==> config.mk <==
export PLATFORM = sky130hd
export DESIGN_NAME = indexed_deque_with_search_top
export DESIGN_NICKNAME = d
export VERILOG_FILES = /design/src/hdl/idqs_pkg.sv /design/src/hdl/idqs_mem.sv /design/src/hdl/idqs_ctrl.sv /design/src/hdl/idqs_out.sv /design/src/hdl/indexed_deque_with_search_top.sv
export SDC_FILE = /design/constraint.sdc
export NUM_CORES = 2
export LEC_CHECK = 0
export BUFFER_PORTS_ARGS = -buffer_cell sky130_fd_sc_hd__buf_4
export CELL_PAD_IN_SITES_DETAIL_PLACEMENT = 1
export CELL_PAD_IN_SITES_GLOBAL_PLACEMENT = 2
export CORE_UTILIZATION = 45
export CTS_CLUSTER_DIAMETER = 60
export CTS_CLUSTER_SIZE = 30
export DETAILED_ROUTE_END_ITERATION = 8
export PLACE_DENSITY = 0.78
export REMOVE_ABC_BUFFERS = 1
export SYNTH_ARGS = -nofsm -noshare
export SYNTH_HDL_FRONTEND = slang
export SYNTH_HIERARCHICAL = 1
export SYNTH_SLANG_ARGS = --single-unit
==> constraint.sdc <==
create_clock -name clk_i -period 14.5 [get_ports clk_i]
set_input_delay 2.9 -clock clk_i [delete_from_list [all_inputs] [get_ports clk_i]]
set_output_delay 2.9 -clock clk_i [all_outputs]
set_load 0.005 [all_outputs]
==> src/hdl/idqs_pkg.sv <==
// ----------------------------------------------------------------------------
// idqs_pkg
// Shared types and codes for the indexed deque with search.
// ----------------------------------------------------------------------------
`default_nettype none

package idqs_pkg;

  localparam int IN_W  = 48;  // opcode, position, item_value, zero fill
  localparam int RES_W = 48;  // packed result word

  typedef enum logic [2:0] {
    OP_PUSH_FRONT = 3'd0,
    OP_PUSH_BACK  = 3'd1,
    OP_READ_AT    = 3'd2,
    OP_REMOVE_AT  = 3'd3,
    OP_FIND       = 3'd4
  } op_e;

  typedef enum logic [1:0] {
    ST_OK       = 2'd0,
    ST_RANGE    = 2'd1,
    ST_FULL     = 2'd2,
    ST_NOTFOUND = 2'd3
  } status_e;

  // last member sits in the lowest bits
  typedef struct packed {
    logic        is_empty;
    logic [6:0]  entry_count;
    status_e     status;
    logic [5:0]  found_index;
    logic [31:0] read_value;
  } res_t;

endpackage

`default_nettype wire

==> src/hdl/idqs_mem.sv <==
// ----------------------------------------------------------------------------
// idqs_mem
// Entry store: one write port, one read port, registered read data.
// ----------------------------------------------------------------------------
`default_nettype none

module idqs_mem #(
  parameter int DEPTH       = 64,
  parameter int VALUE_WIDTH = 32,
  parameter int PW          = 6
) (
  input  wire logic                   clk_i,
  input  wire logic                   we_i,
  input  wire logic [PW-1:0]          waddr_i,
  input  wire logic [VALUE_WIDTH-1:0] wdata_i,
  input  wire logic                   re_i,
  input  wire logic [PW-1:0]          raddr_i,
  output      logic [VALUE_WIDTH-1:0] rdata_o
);

  logic [VALUE_WIDTH-1:0] mem_q [DEPTH];
  logic [VALUE_WIDTH-1:0] rdata_q;

  always_ff @(posedge clk_i) begin
    if (we_i) begin
      mem_q[waddr_i] <= wdata_i;
    end
  end

  always_ff @(posedge clk_i) begin
    if (re_i) begin
      rdata_q <= mem_q[raddr_i];
    end
  end

  assign rdata_o = rdata_q;

endmodule

`default_nettype wire

==> src/hdl/idqs_ctrl.sv <==
// ----------------------------------------------------------------------------
// idqs_ctrl
// Request sequencer: pointer and count, pushes, and the memory walk used by
// read, remove (shift down) and find.
// ----------------------------------------------------------------------------
`default_nettype none

module idqs_ctrl
  import idqs_pkg::*;
#(
  parameter int DEPTH       = 64,
  parameter int VALUE_WIDTH = 32,
  parameter int PW          = 6,
  parameter int CW          = 7
) (
  input  wire logic                   clk_i,
  input  wire logic                   rst_ni,
  input  wire logic                   in_valid_i,
  output      logic                   in_ready_o,
  input  wire op_e                    op_i,
  input  wire logic [5:0]             pos_i,
  input  wire logic [31:0]            val_i,
  output      logic                   mem_we_o,
  output      logic [PW-1:0]          mem_waddr_o,
  output      logic [VALUE_WIDTH-1:0] mem_wdata_o,
  output      logic                   mem_re_o,
  output      logic [PW-1:0]          mem_raddr_o,
  input  wire logic [VALUE_WIDTH-1:0] mem_rdata_i,
  output      logic                   res_valid_o,
  output      res_t                   res_o,
  input  wire logic                   res_ready_i
);

  localparam int XW = (CW > 6) ? CW : 6;
  localparam logic [CW-1:0] DEPTH_C   = CW'(DEPTH);
  localparam logic [PW-1:0] LAST_SLOT = PW'(DEPTH - 1);

  typedef enum logic [1:0] {S_IDLE, S_EXEC, S_WALK, S_FIN} state_e;

  state_e                 state_q;
  op_e                    op_q;
  logic [5:0]             pos_q;
  logic [VALUE_WIDTH-1:0] val_q;
  logic [PW-1:0]          front_q;
  logic [CW-1:0]          count_q;
  logic [CW-1:0]          rd_idx_q;
  logic [CW-1:0]          end_q;
  logic [PW-1:0]          rd_slot_q;
  logic                   first_q;
  logic                   pend_q;
  logic                   pend_first_q;
  logic [CW-1:0]          pend_idx_q;
  logic [PW-1:0]          pend_slot_q;
  logic [PW-1:0]          prev_slot_q;
  logic [31:0]            rv_q;
  logic [5:0]             found_q;
  status_e                status_q;

  // (base + idx) mod DEPTH, both below DEPTH or idx equal to it
  function automatic logic [PW-1:0] slot_of(input logic [PW-1:0] base,
                                            input logic [CW-1:0] idx);
    logic [PW:0] sum;
    sum = {1'b0, base} + (PW+1)'(idx);
    if (sum >= (PW+1)'(DEPTH)) begin
      sum = sum - (PW+1)'(DEPTH);
    end
    return sum[PW-1:0];
  endfunction

  logic          full;
  logic          in_range;
  logic [CW-1:0] pos_c;
  logic [PW-1:0] front_dec;
  logic [PW-1:0] back_slot;
  logic [PW-1:0] slot_inc;
  logic          match;
  logic          issue;

  assign full      = (count_q == DEPTH_C);
  assign in_range  = (XW'(pos_q) < XW'(count_q));
  assign pos_c     = CW'(pos_q);
  assign front_dec = (front_q == '0) ? LAST_SLOT : front_q - 1'b1;
  assign back_slot = slot_of(front_q, count_q);
  assign slot_inc  = (rd_slot_q == LAST_SLOT) ? '0 : rd_slot_q + 1'b1;
  assign match     = pend_q && (op_q == OP_FIND) && (mem_rdata_i == val_q);
  // reads run ahead of the write-back by two entries, so no overlap
  assign issue     = (state_q == S_WALK) && (rd_idx_q < end_q) && !match;

  always_comb begin
    mem_we_o    = 1'b0;
    mem_waddr_o = prev_slot_q;
    mem_wdata_o = mem_rdata_i;
    mem_re_o    = issue;
    mem_raddr_o = rd_slot_q;
    if (state_q == S_EXEC && !full) begin
      if (op_q == OP_PUSH_FRONT) begin
        mem_we_o    = 1'b1;
        mem_waddr_o = front_dec;
        mem_wdata_o = val_q;
      end else if (op_q == OP_PUSH_BACK) begin
        mem_we_o    = 1'b1;
        mem_waddr_o = back_slot;
        mem_wdata_o = val_q;
      end
    end else if (state_q == S_WALK && pend_q && !pend_first_q &&
                 op_q == OP_REMOVE_AT) begin
      mem_we_o = 1'b1;
    end
  end

  always_ff @(posedge clk_i or negedge rst_ni) begin
    if (!rst_ni) begin
      state_q      <= S_IDLE;
      op_q         <= OP_PUSH_FRONT;
      pos_q        <= '0;
      val_q        <= '0;
      front_q      <= '0;
      count_q      <= '0;
      rd_idx_q     <= '0;
      end_q        <= '0;
      rd_slot_q    <= '0;
      first_q      <= 1'b0;
      pend_q       <= 1'b0;
      pend_first_q <= 1'b0;
      pend_idx_q   <= '0;
      pend_slot_q  <= '0;
      prev_slot_q  <= '0;
      rv_q         <= '0;
      found_q      <= '0;
      status_q     <= ST_OK;
    end else begin
      unique case (state_q)
        S_IDLE: begin
          if (in_valid_i) begin
            op_q    <= op_i;
            pos_q   <= pos_i;
            val_q   <= VALUE_WIDTH'(val_i);
            state_q <= S_EXEC;
          end
        end
        S_EXEC: begin
          rv_q     <= '0;
          found_q  <= '0;
          status_q <= ST_OK;
          first_q  <= 1'b1;
          pend_q   <= 1'b0;
          state_q  <= S_FIN;
          unique case (op_q)
            OP_PUSH_FRONT: begin
              if (full) begin
                status_q <= ST_FULL;
              end else begin
                front_q <= front_dec;
                count_q <= count_q + 1'b1;
              end
            end
            OP_PUSH_BACK: begin
              if (full) begin
                status_q <= ST_FULL;
              end else begin
                count_q <= count_q + 1'b1;
              end
            end
            OP_READ_AT, OP_REMOVE_AT: begin
              if (!in_range) begin
                status_q <= ST_RANGE;
              end else begin
                rd_idx_q  <= pos_c;
                rd_slot_q <= slot_of(front_q, pos_c);
                end_q     <= (op_q == OP_READ_AT) ? pos_c + 1'b1 : count_q;
                state_q   <= S_WALK;
              end
            end
            OP_FIND: begin
              status_q  <= ST_NOTFOUND;
              rd_idx_q  <= '0;
              rd_slot_q <= front_q;
              end_q     <= count_q;
              state_q   <= S_WALK;
            end
            default: ;
          endcase
        end
        S_WALK: begin
          pend_q <= issue;
          if (issue) begin
            rd_idx_q     <= rd_idx_q + 1'b1;
            rd_slot_q    <= slot_inc;
            pend_idx_q   <= rd_idx_q;
            pend_slot_q  <= rd_slot_q;
            pend_first_q <= first_q;
            first_q      <= 1'b0;
          end
          if (pend_q) begin
            prev_slot_q <= pend_slot_q;
            if (pend_first_q && op_q != OP_FIND) begin
              rv_q <= 32'(mem_rdata_i);
            end
          end
          if (match) begin
            found_q  <= 6'(pend_idx_q);
            status_q <= ST_OK;
            state_q  <= S_FIN;
          end else if (!issue && !pend_q) begin
            if (op_q == OP_REMOVE_AT) begin
              count_q <= count_q - 1'b1;
            end
            state_q <= S_FIN;
          end
        end
        S_FIN: begin
          if (res_ready_i) begin
            state_q <= S_IDLE;
          end
        end
      endcase
    end
  end

  assign in_ready_o  = (state_q == S_IDLE);
  assign res_valid_o = (state_q == S_FIN);

  always_comb begin
    res_o.read_value  = rv_q;
    res_o.found_index = found_q;
    res_o.status      = status_q;
    res_o.entry_count = 7'(count_q);
    res_o.is_empty    = (count_q == '0);
  end

endmodule

`default_nettype wire

==> src/hdl/idqs_out.sv <==
// ----------------------------------------------------------------------------
// idqs_out
// Output register: holds one result word until the sink takes it.
// ----------------------------------------------------------------------------
`default_nettype none

module idqs_out
  import idqs_pkg::*;
(
  input  wire logic             clk_i,
  input  wire logic             rst_ni,
  input  wire logic             res_valid_i,
  input  wire res_t             res_i,
  output      logic             res_ready_o,
  output      logic             m_axis_tvalid,
  input  wire logic             m_axis_tready,
  output      logic [RES_W-1:0] m_axis_tdata
);

  logic             valid_q;
  logic [RES_W-1:0] data_q;

  assign res_ready_o = !valid_q || m_axis_tready;

  always_ff @(posedge clk_i or negedge rst_ni) begin
    if (!rst_ni) begin
      valid_q <= 1'b0;
    end else if (res_ready_o) begin
      valid_q <= res_valid_i;
    end
  end

  always_ff @(posedge clk_i) begin
    if (res_ready_o && res_valid_i) begin
      data_q <= res_i;
    end
  end

  assign m_axis_tvalid = valid_q;
  assign m_axis_tdata  = data_q;

endmodule

`default_nettype wire

==> src/hdl/indexed_deque_with_search_top.sv <==
// ----------------------------------------------------------------------------
// indexed_deque_with_search_top
// Deque of up to DEPTH values in a circular memory, with indexed read and
// removal and a linear search.
// ----------------------------------------------------------------------------
// Pushes, bad positions and unused opcodes go to the result without a memory
//   walk; a read, a remove (from the position to the end) and a find (up to the
//   first match) walk the memory, and the walk reads one entry per cycle.
// One request is in flight at a time; the next is taken once the previous
//   result has moved into the output register.
// Reset empties the store at once; memory contents are left as they are.
`default_nettype none

module indexed_deque_with_search_top
  import idqs_pkg::*;
#(
  parameter int DEPTH       = 64,
  parameter int VALUE_WIDTH = 32
) (
  input  wire logic             clk_i,
  input  wire logic             rst_ni,
  input  wire logic             s_axis_tvalid,
  output      logic             s_axis_tready,
  // [2:0] opcode, [8:3] position, [40:9] item_value, [47:41] zero
  input  wire logic [IN_W-1:0]  s_axis_tdata,
  output      logic             m_axis_tvalid,
  input  wire logic             m_axis_tready,
  // [31:0] read_value, [37:32] found_index, [39:38] status,
  // [46:40] entry_count, [47] is_empty
  output      logic [RES_W-1:0] m_axis_tdata
);

  localparam int PW = $clog2(DEPTH);
  localparam int CW = $clog2(DEPTH + 1);

  logic                   mem_we;
  logic [PW-1:0]          mem_waddr;
  logic [VALUE_WIDTH-1:0] mem_wdata;
  logic                   mem_re;
  logic [PW-1:0]          mem_raddr;
  logic [VALUE_WIDTH-1:0] mem_rdata;
  logic                   res_valid;
  logic                   res_ready;
  res_t                   res;

  idqs_mem #(
    .DEPTH      (DEPTH),
    .VALUE_WIDTH(VALUE_WIDTH),
    .PW         (PW)
  ) u_mem (
    .clk_i  (clk_i),
    .we_i   (mem_we),
    .waddr_i(mem_waddr),
    .wdata_i(mem_wdata),
    .re_i   (mem_re),
    .raddr_i(mem_raddr),
    .rdata_o(mem_rdata)
  );

  idqs_ctrl #(
    .DEPTH      (DEPTH),
    .VALUE_WIDTH(VALUE_WIDTH),
    .PW         (PW),
    .CW         (CW)
  ) u_ctrl (
    .clk_i      (clk_i),
    .rst_ni     (rst_ni),
    .in_valid_i (s_axis_tvalid),
    .in_ready_o (s_axis_tready),
    .op_i       (op_e'(s_axis_tdata[2:0])),
    .pos_i      (s_axis_tdata[8:3]),
    .val_i      (s_axis_tdata[40:9]),
    .mem_we_o   (mem_we),
    .mem_waddr_o(mem_waddr),
    .mem_wdata_o(mem_wdata),
    .mem_re_o   (mem_re),
    .mem_raddr_o(mem_raddr),
    .mem_rdata_i(mem_rdata),
    .res_valid_o(res_valid),
    .res_o      (res),
    .res_ready_i(res_ready)
  );

  idqs_out u_out (
    .clk_i        (clk_i),
    .rst_ni       (rst_ni),
    .res_valid_i  (res_valid),
    .res_i        (res),
    .res_ready_o  (res_ready),
    .m_axis_tvalid(m_axis_tvalid),
    .m_axis_tready(m_axis_tready),
    .m_axis_tdata (m_axis_tdata)
  );

endmodule

`default_nettype wire

==> flow_metrics.py <==
metrics = {
    "run_status": {
        "status": "completed",
    },
    "setup_path": {
        "crit_buf_inv": 2,
        "r2r_end": "u_mem/mem_q[59][12]",
        "critPathArrivalTime_ns": 5.96,
        "cp.depth": 9,
        "cp-start-kind": "flop",
        "cp_slowest_cell": "o21ai_0",
        "reg2reg_slack_ns": 9.02,
        "cp_slowest_stage_delay_ns": 0.97,
        "cp.required_ns": 14.98,
        "r2r_start": "u_ctrl/count_q[1]",
        "cp-end-kind": "flop",
        "reg2reg_depth": 9,
        "critPathMaxFanout": 44,
        "path_class": "reg2reg",
        "path_cells": "nor2_1 > nand3_1 > nand2_1 > or3_1 > buf_4 > o21ai_0 > nand3_1 > nor2_4 > buf_4",
        "worst_path_dominant_cell_family": "simple AND/OR/NAND/NOR gates",
    },
    "power": {
        "p_leak_nw": 30.59,
        "power_density_nw_per_um2": 205.6,
        "finalPower_mw": 20.04,
        "ir_drop_v": 0.0001771,
    },
    "yosys": {
        "synth_top_family_by_area": "multiplexers",
        "syn_area_per_cell_um2": 20.84,
        "synthFlopType": "edfxtp_1",
        "synthAdderAreaFrac": 0.005650,
        "synth_seq_cells": 2266,
        "postSynthCellCount": 4229,
        "ys_warn_count": 6,
        "synth-async-reset-ratio": 0.06090,
        "synthSimpleGateAreaFrac": 0.02842,
        "synth-edff-count": 2128,
        "synth_compound_gate_area_share": 0.02552,
        "syn_area_um2": 88140,
        "synthMuxAreaShare": 0.1574,
        "synth_xor_area_frac": 0.005167,
        "yosysSeqAreaShare": 0.7641,
        "synthDistinctLibCells": 75,
    },
    "layout": {
        "instances_no_fill": 7114,
        "regArea_um2": 67370,
        "final.fill_count": 17211,
        "multi_input_area_um2": 20160,
        "layout-drive-gt1-share": 0.2644,
        "layout.nets": 4474,
        "area_growth_pct": 10.61,
        "fin_util": 0.5005,
    },
    "detailed_routing": {
        "drc": 0,
        "wire_per_inst_um": 32.28,
        "postRouteAntennaNets": 0,
        "vias_per_cell": 6.072,
        "routed_wl_um": 229700,
        "firstDrtPassIters": 5,
        "vias": 43198,
        "drtIter0Drc": 5068,
    },
    "timing": {
        "slew_headroom": 0.09781,
        "finalCritPeriodShare": 0.3779,
        "finalCriticalPeriod_ns": 5.479,
        "drv_slew": 0,
        "finalHoldViolCount": 0,
        "grt_setup_unrepaired": "no",
        "setup_viol": 0,
        "tightest_slew_ns": 1.348,
        "holdWs_ns": 0.4513,
        "final.setup_skew_ns": 0.05025,
        "fmax_ghz": 0.1825,
        "setup_slack_ns": 9.021,
    },
    "flow_run": {
        "max_cap_violations": 0,
    },
    "min_path": {
        "hp-class": "reg2reg",
        "hold_end": "u_out/m_axis_tdata[26]",
        "min-delay-start": "u_ctrl/rv_q[26]",
        "hold_path_depth": 0,
    },
    "clock_tree": {
        "cts_setup_buffers": 0,
        "cts-resized-gates": 0,
        "cts_max_level": 4,
        "clock_tree.buffer_depth": 3,
        "cts_buffers": 133,
        "tritoncts": "built",
        "clock-sinks": 2266,
        "cts_root_buf": "clkbuf_16",
        "insertion_delay_ns": 0.83,
        "postCtsHoldBufs": 0,
        "cts.clk_slew.worst_paths_ns": 0.09,
    },
    "global_route": {
        "grt_max_degree": 102,
        "track_usage": 0.2326,
        "grt_pass1_vias": 44520,
        "antenna_found_initial": 6,
        "grt_pass1_wl_um": 325000,
        "overflow": 0,
    },
    "place": {
        "gp_congestion": 0.8074,
        "numPortBuffers": 94,
        "dp.cells": 6873,
        "post-place-ws_ns": 9.057,
        "place_hpwl_um": 129300,
    },
    "floorplan": {
        "rows": 162,
        "ioPinCount": 102,
        "die_h_um": 444.6,
        "core_um2": 194800,
        "die_area_um2": 197700,
        "die_w_um": 444.6,
        "initial_utilization": 0.4525,
    },
}
[cells in the mapped netlist (all sizes together), types with 8 or more instances]
cell | count | area [µm²]
nand2b | 14 | 95.09
a311oi | 8 | 70.07
edfxtp | 2128 | 63900
and3 | 10 | 62.56
nand4 | 13 | 87.58
a22oi | 12 | 90.09
mux2i | 100 | 1001
mux4 | 544 | 12250
xor2 | 13 | 113.9
a21oi | 83 | 419.2
ha | 35 | 437.9
buf | 122 | 703.2
mux2 | 55 | 619.3
o22ai | 86 | 538.0
nor2 | 158 | 593.1
nor2b | 20 | 125.1
nand2 | 254 | 960.9
a21o | 8 | 60.06
clkbuf | 101 | 379.1
nand3 | 33 | 182.7
o221ai | 28 | 245.2
xnor2 | 39 | 341.6
nor3 | 15 | 75.07
o21ai | 90 | 450.4
dfrtp | 138 | 3453
inv | 33 | 123.9
[worst max path at each step]
stage / start / to / slack, ns
6_report: u_ctrl/count_q[1] / u_mem/mem_q[59][12] / 9.02
5_1_grt: u_ctrl/count_q[1] / u_mem/mem_q[59][8] / 8.88
4_1_cts: u_ctrl/mem_raddr_o[1] / u_mem/rdata_o[12] / 9.05
3_5_place_dp: u_ctrl/count_q[1] / u_mem/mem_q[59][17] / 9.06
3_3_place_gp: u_ctrl/mem_raddr_o[1] / u_mem/rdata_o[12] / 9.17
2_1_floorplan: u_ctrl/mem_raddr_o[0] / u_mem/rdata_o[29] / -8.15
[state kept, by name (all words and copies together) (netlist names)]
register             cells
u_ctrl/end_q             7
u_ctrl/state_q           2
u_ctrl/val_q            32
u_out/m_axis_tvalid      1
u_out/m_axis_tdata      48
u_ctrl/rv_q             32
u_ctrl/first_q           1
u_mem/rdata_o           32
u_ctrl/pend_idx_q        6
u_ctrl/op_q              3
u_ctrl/pos_q             6
u_ctrl/mem_raddr_o       6
u_ctrl/pend_first_q      1
u_ctrl/rd_idx_q          7
u_ctrl/status_q          2
u_ctrl/pend_q            1
u_ctrl/prev_slot_q       6
u_mem/mem_q           2048
u_ctrl/count_q           7
u_ctrl/found_q           6
u_ctrl/front_q           6
u_ctrl/pend_slot_q       6
[area by class of cell]
cell class | instances | share of cell area
Antenna cell | 1 | 0.00002567
Clock buffer | 144 | 0.03565
Clock inverter | 96 | 0.01228
Inverter | 34 | 0.001309
Multi-Input combinational cell | 1706 | 0.2068
Sequential cell | 2266 | 0.6910
Tap cell | 2624 | 0.03367
Timing Repair Buffer | 243 | 0.01926
[cells by family after synthesis]
logic type,Yosys count
AO/OA/AOI/OAI,360
XOR/XNOR,52
adder cells (fa/ha/maj),38
buffers and inverters,257
flip-flops,2266
multiplexers,699
AND/OR/NAND/NOR,557
[metal layers]
metal,vias to the layer above,GRT usage,part of all wire
li1,17647,-,-
met1,23558,0.3279,0.41
met2,1731,0.3760,0.48
met3,262,0.03182,0.074
met4,0,0.07865,0.035
met5,-,0,0
[power by group]
| part | internal, mW | switching [mW] |
|---|---|---|
| clock network | 2.04 | 2.27 |
| registers | 8.63 | 0.385 |
| logic | 2.30 | 4.41 |
[cell usage in the layout (no fill, tap or decap), drive strengths merged, types with 35 or more instances in the layout]
cell / synthesis / layout
o22ai: 86 / 86
nor2: 158 / 158
clkbuf: 101 / 144
o21ai: 90 / 90
mux2: 55 / 55
clkinv: 1 / 44
xnor2: 39 / 39
buf: 122 / 243
edfxtp: 2128 / 2128
mux2i: 100 / 100
ha: 35 / 35
mux4: 544 / 544
inv: 33 / 68
nand2: 254 / 254
dfrtp: 138 / 138
a21oi: 83 / 83
[metrics by stage]
stage	cell area (µm²)	TNS, ns
final	97500	0
after global routing	97500	0
after CTS	97490	0
after detailed placement	92820	0
after global placement	92820	0
after floorplan	87060	-260.17
No activity file was read; power rests on OpenSTA's default activity.
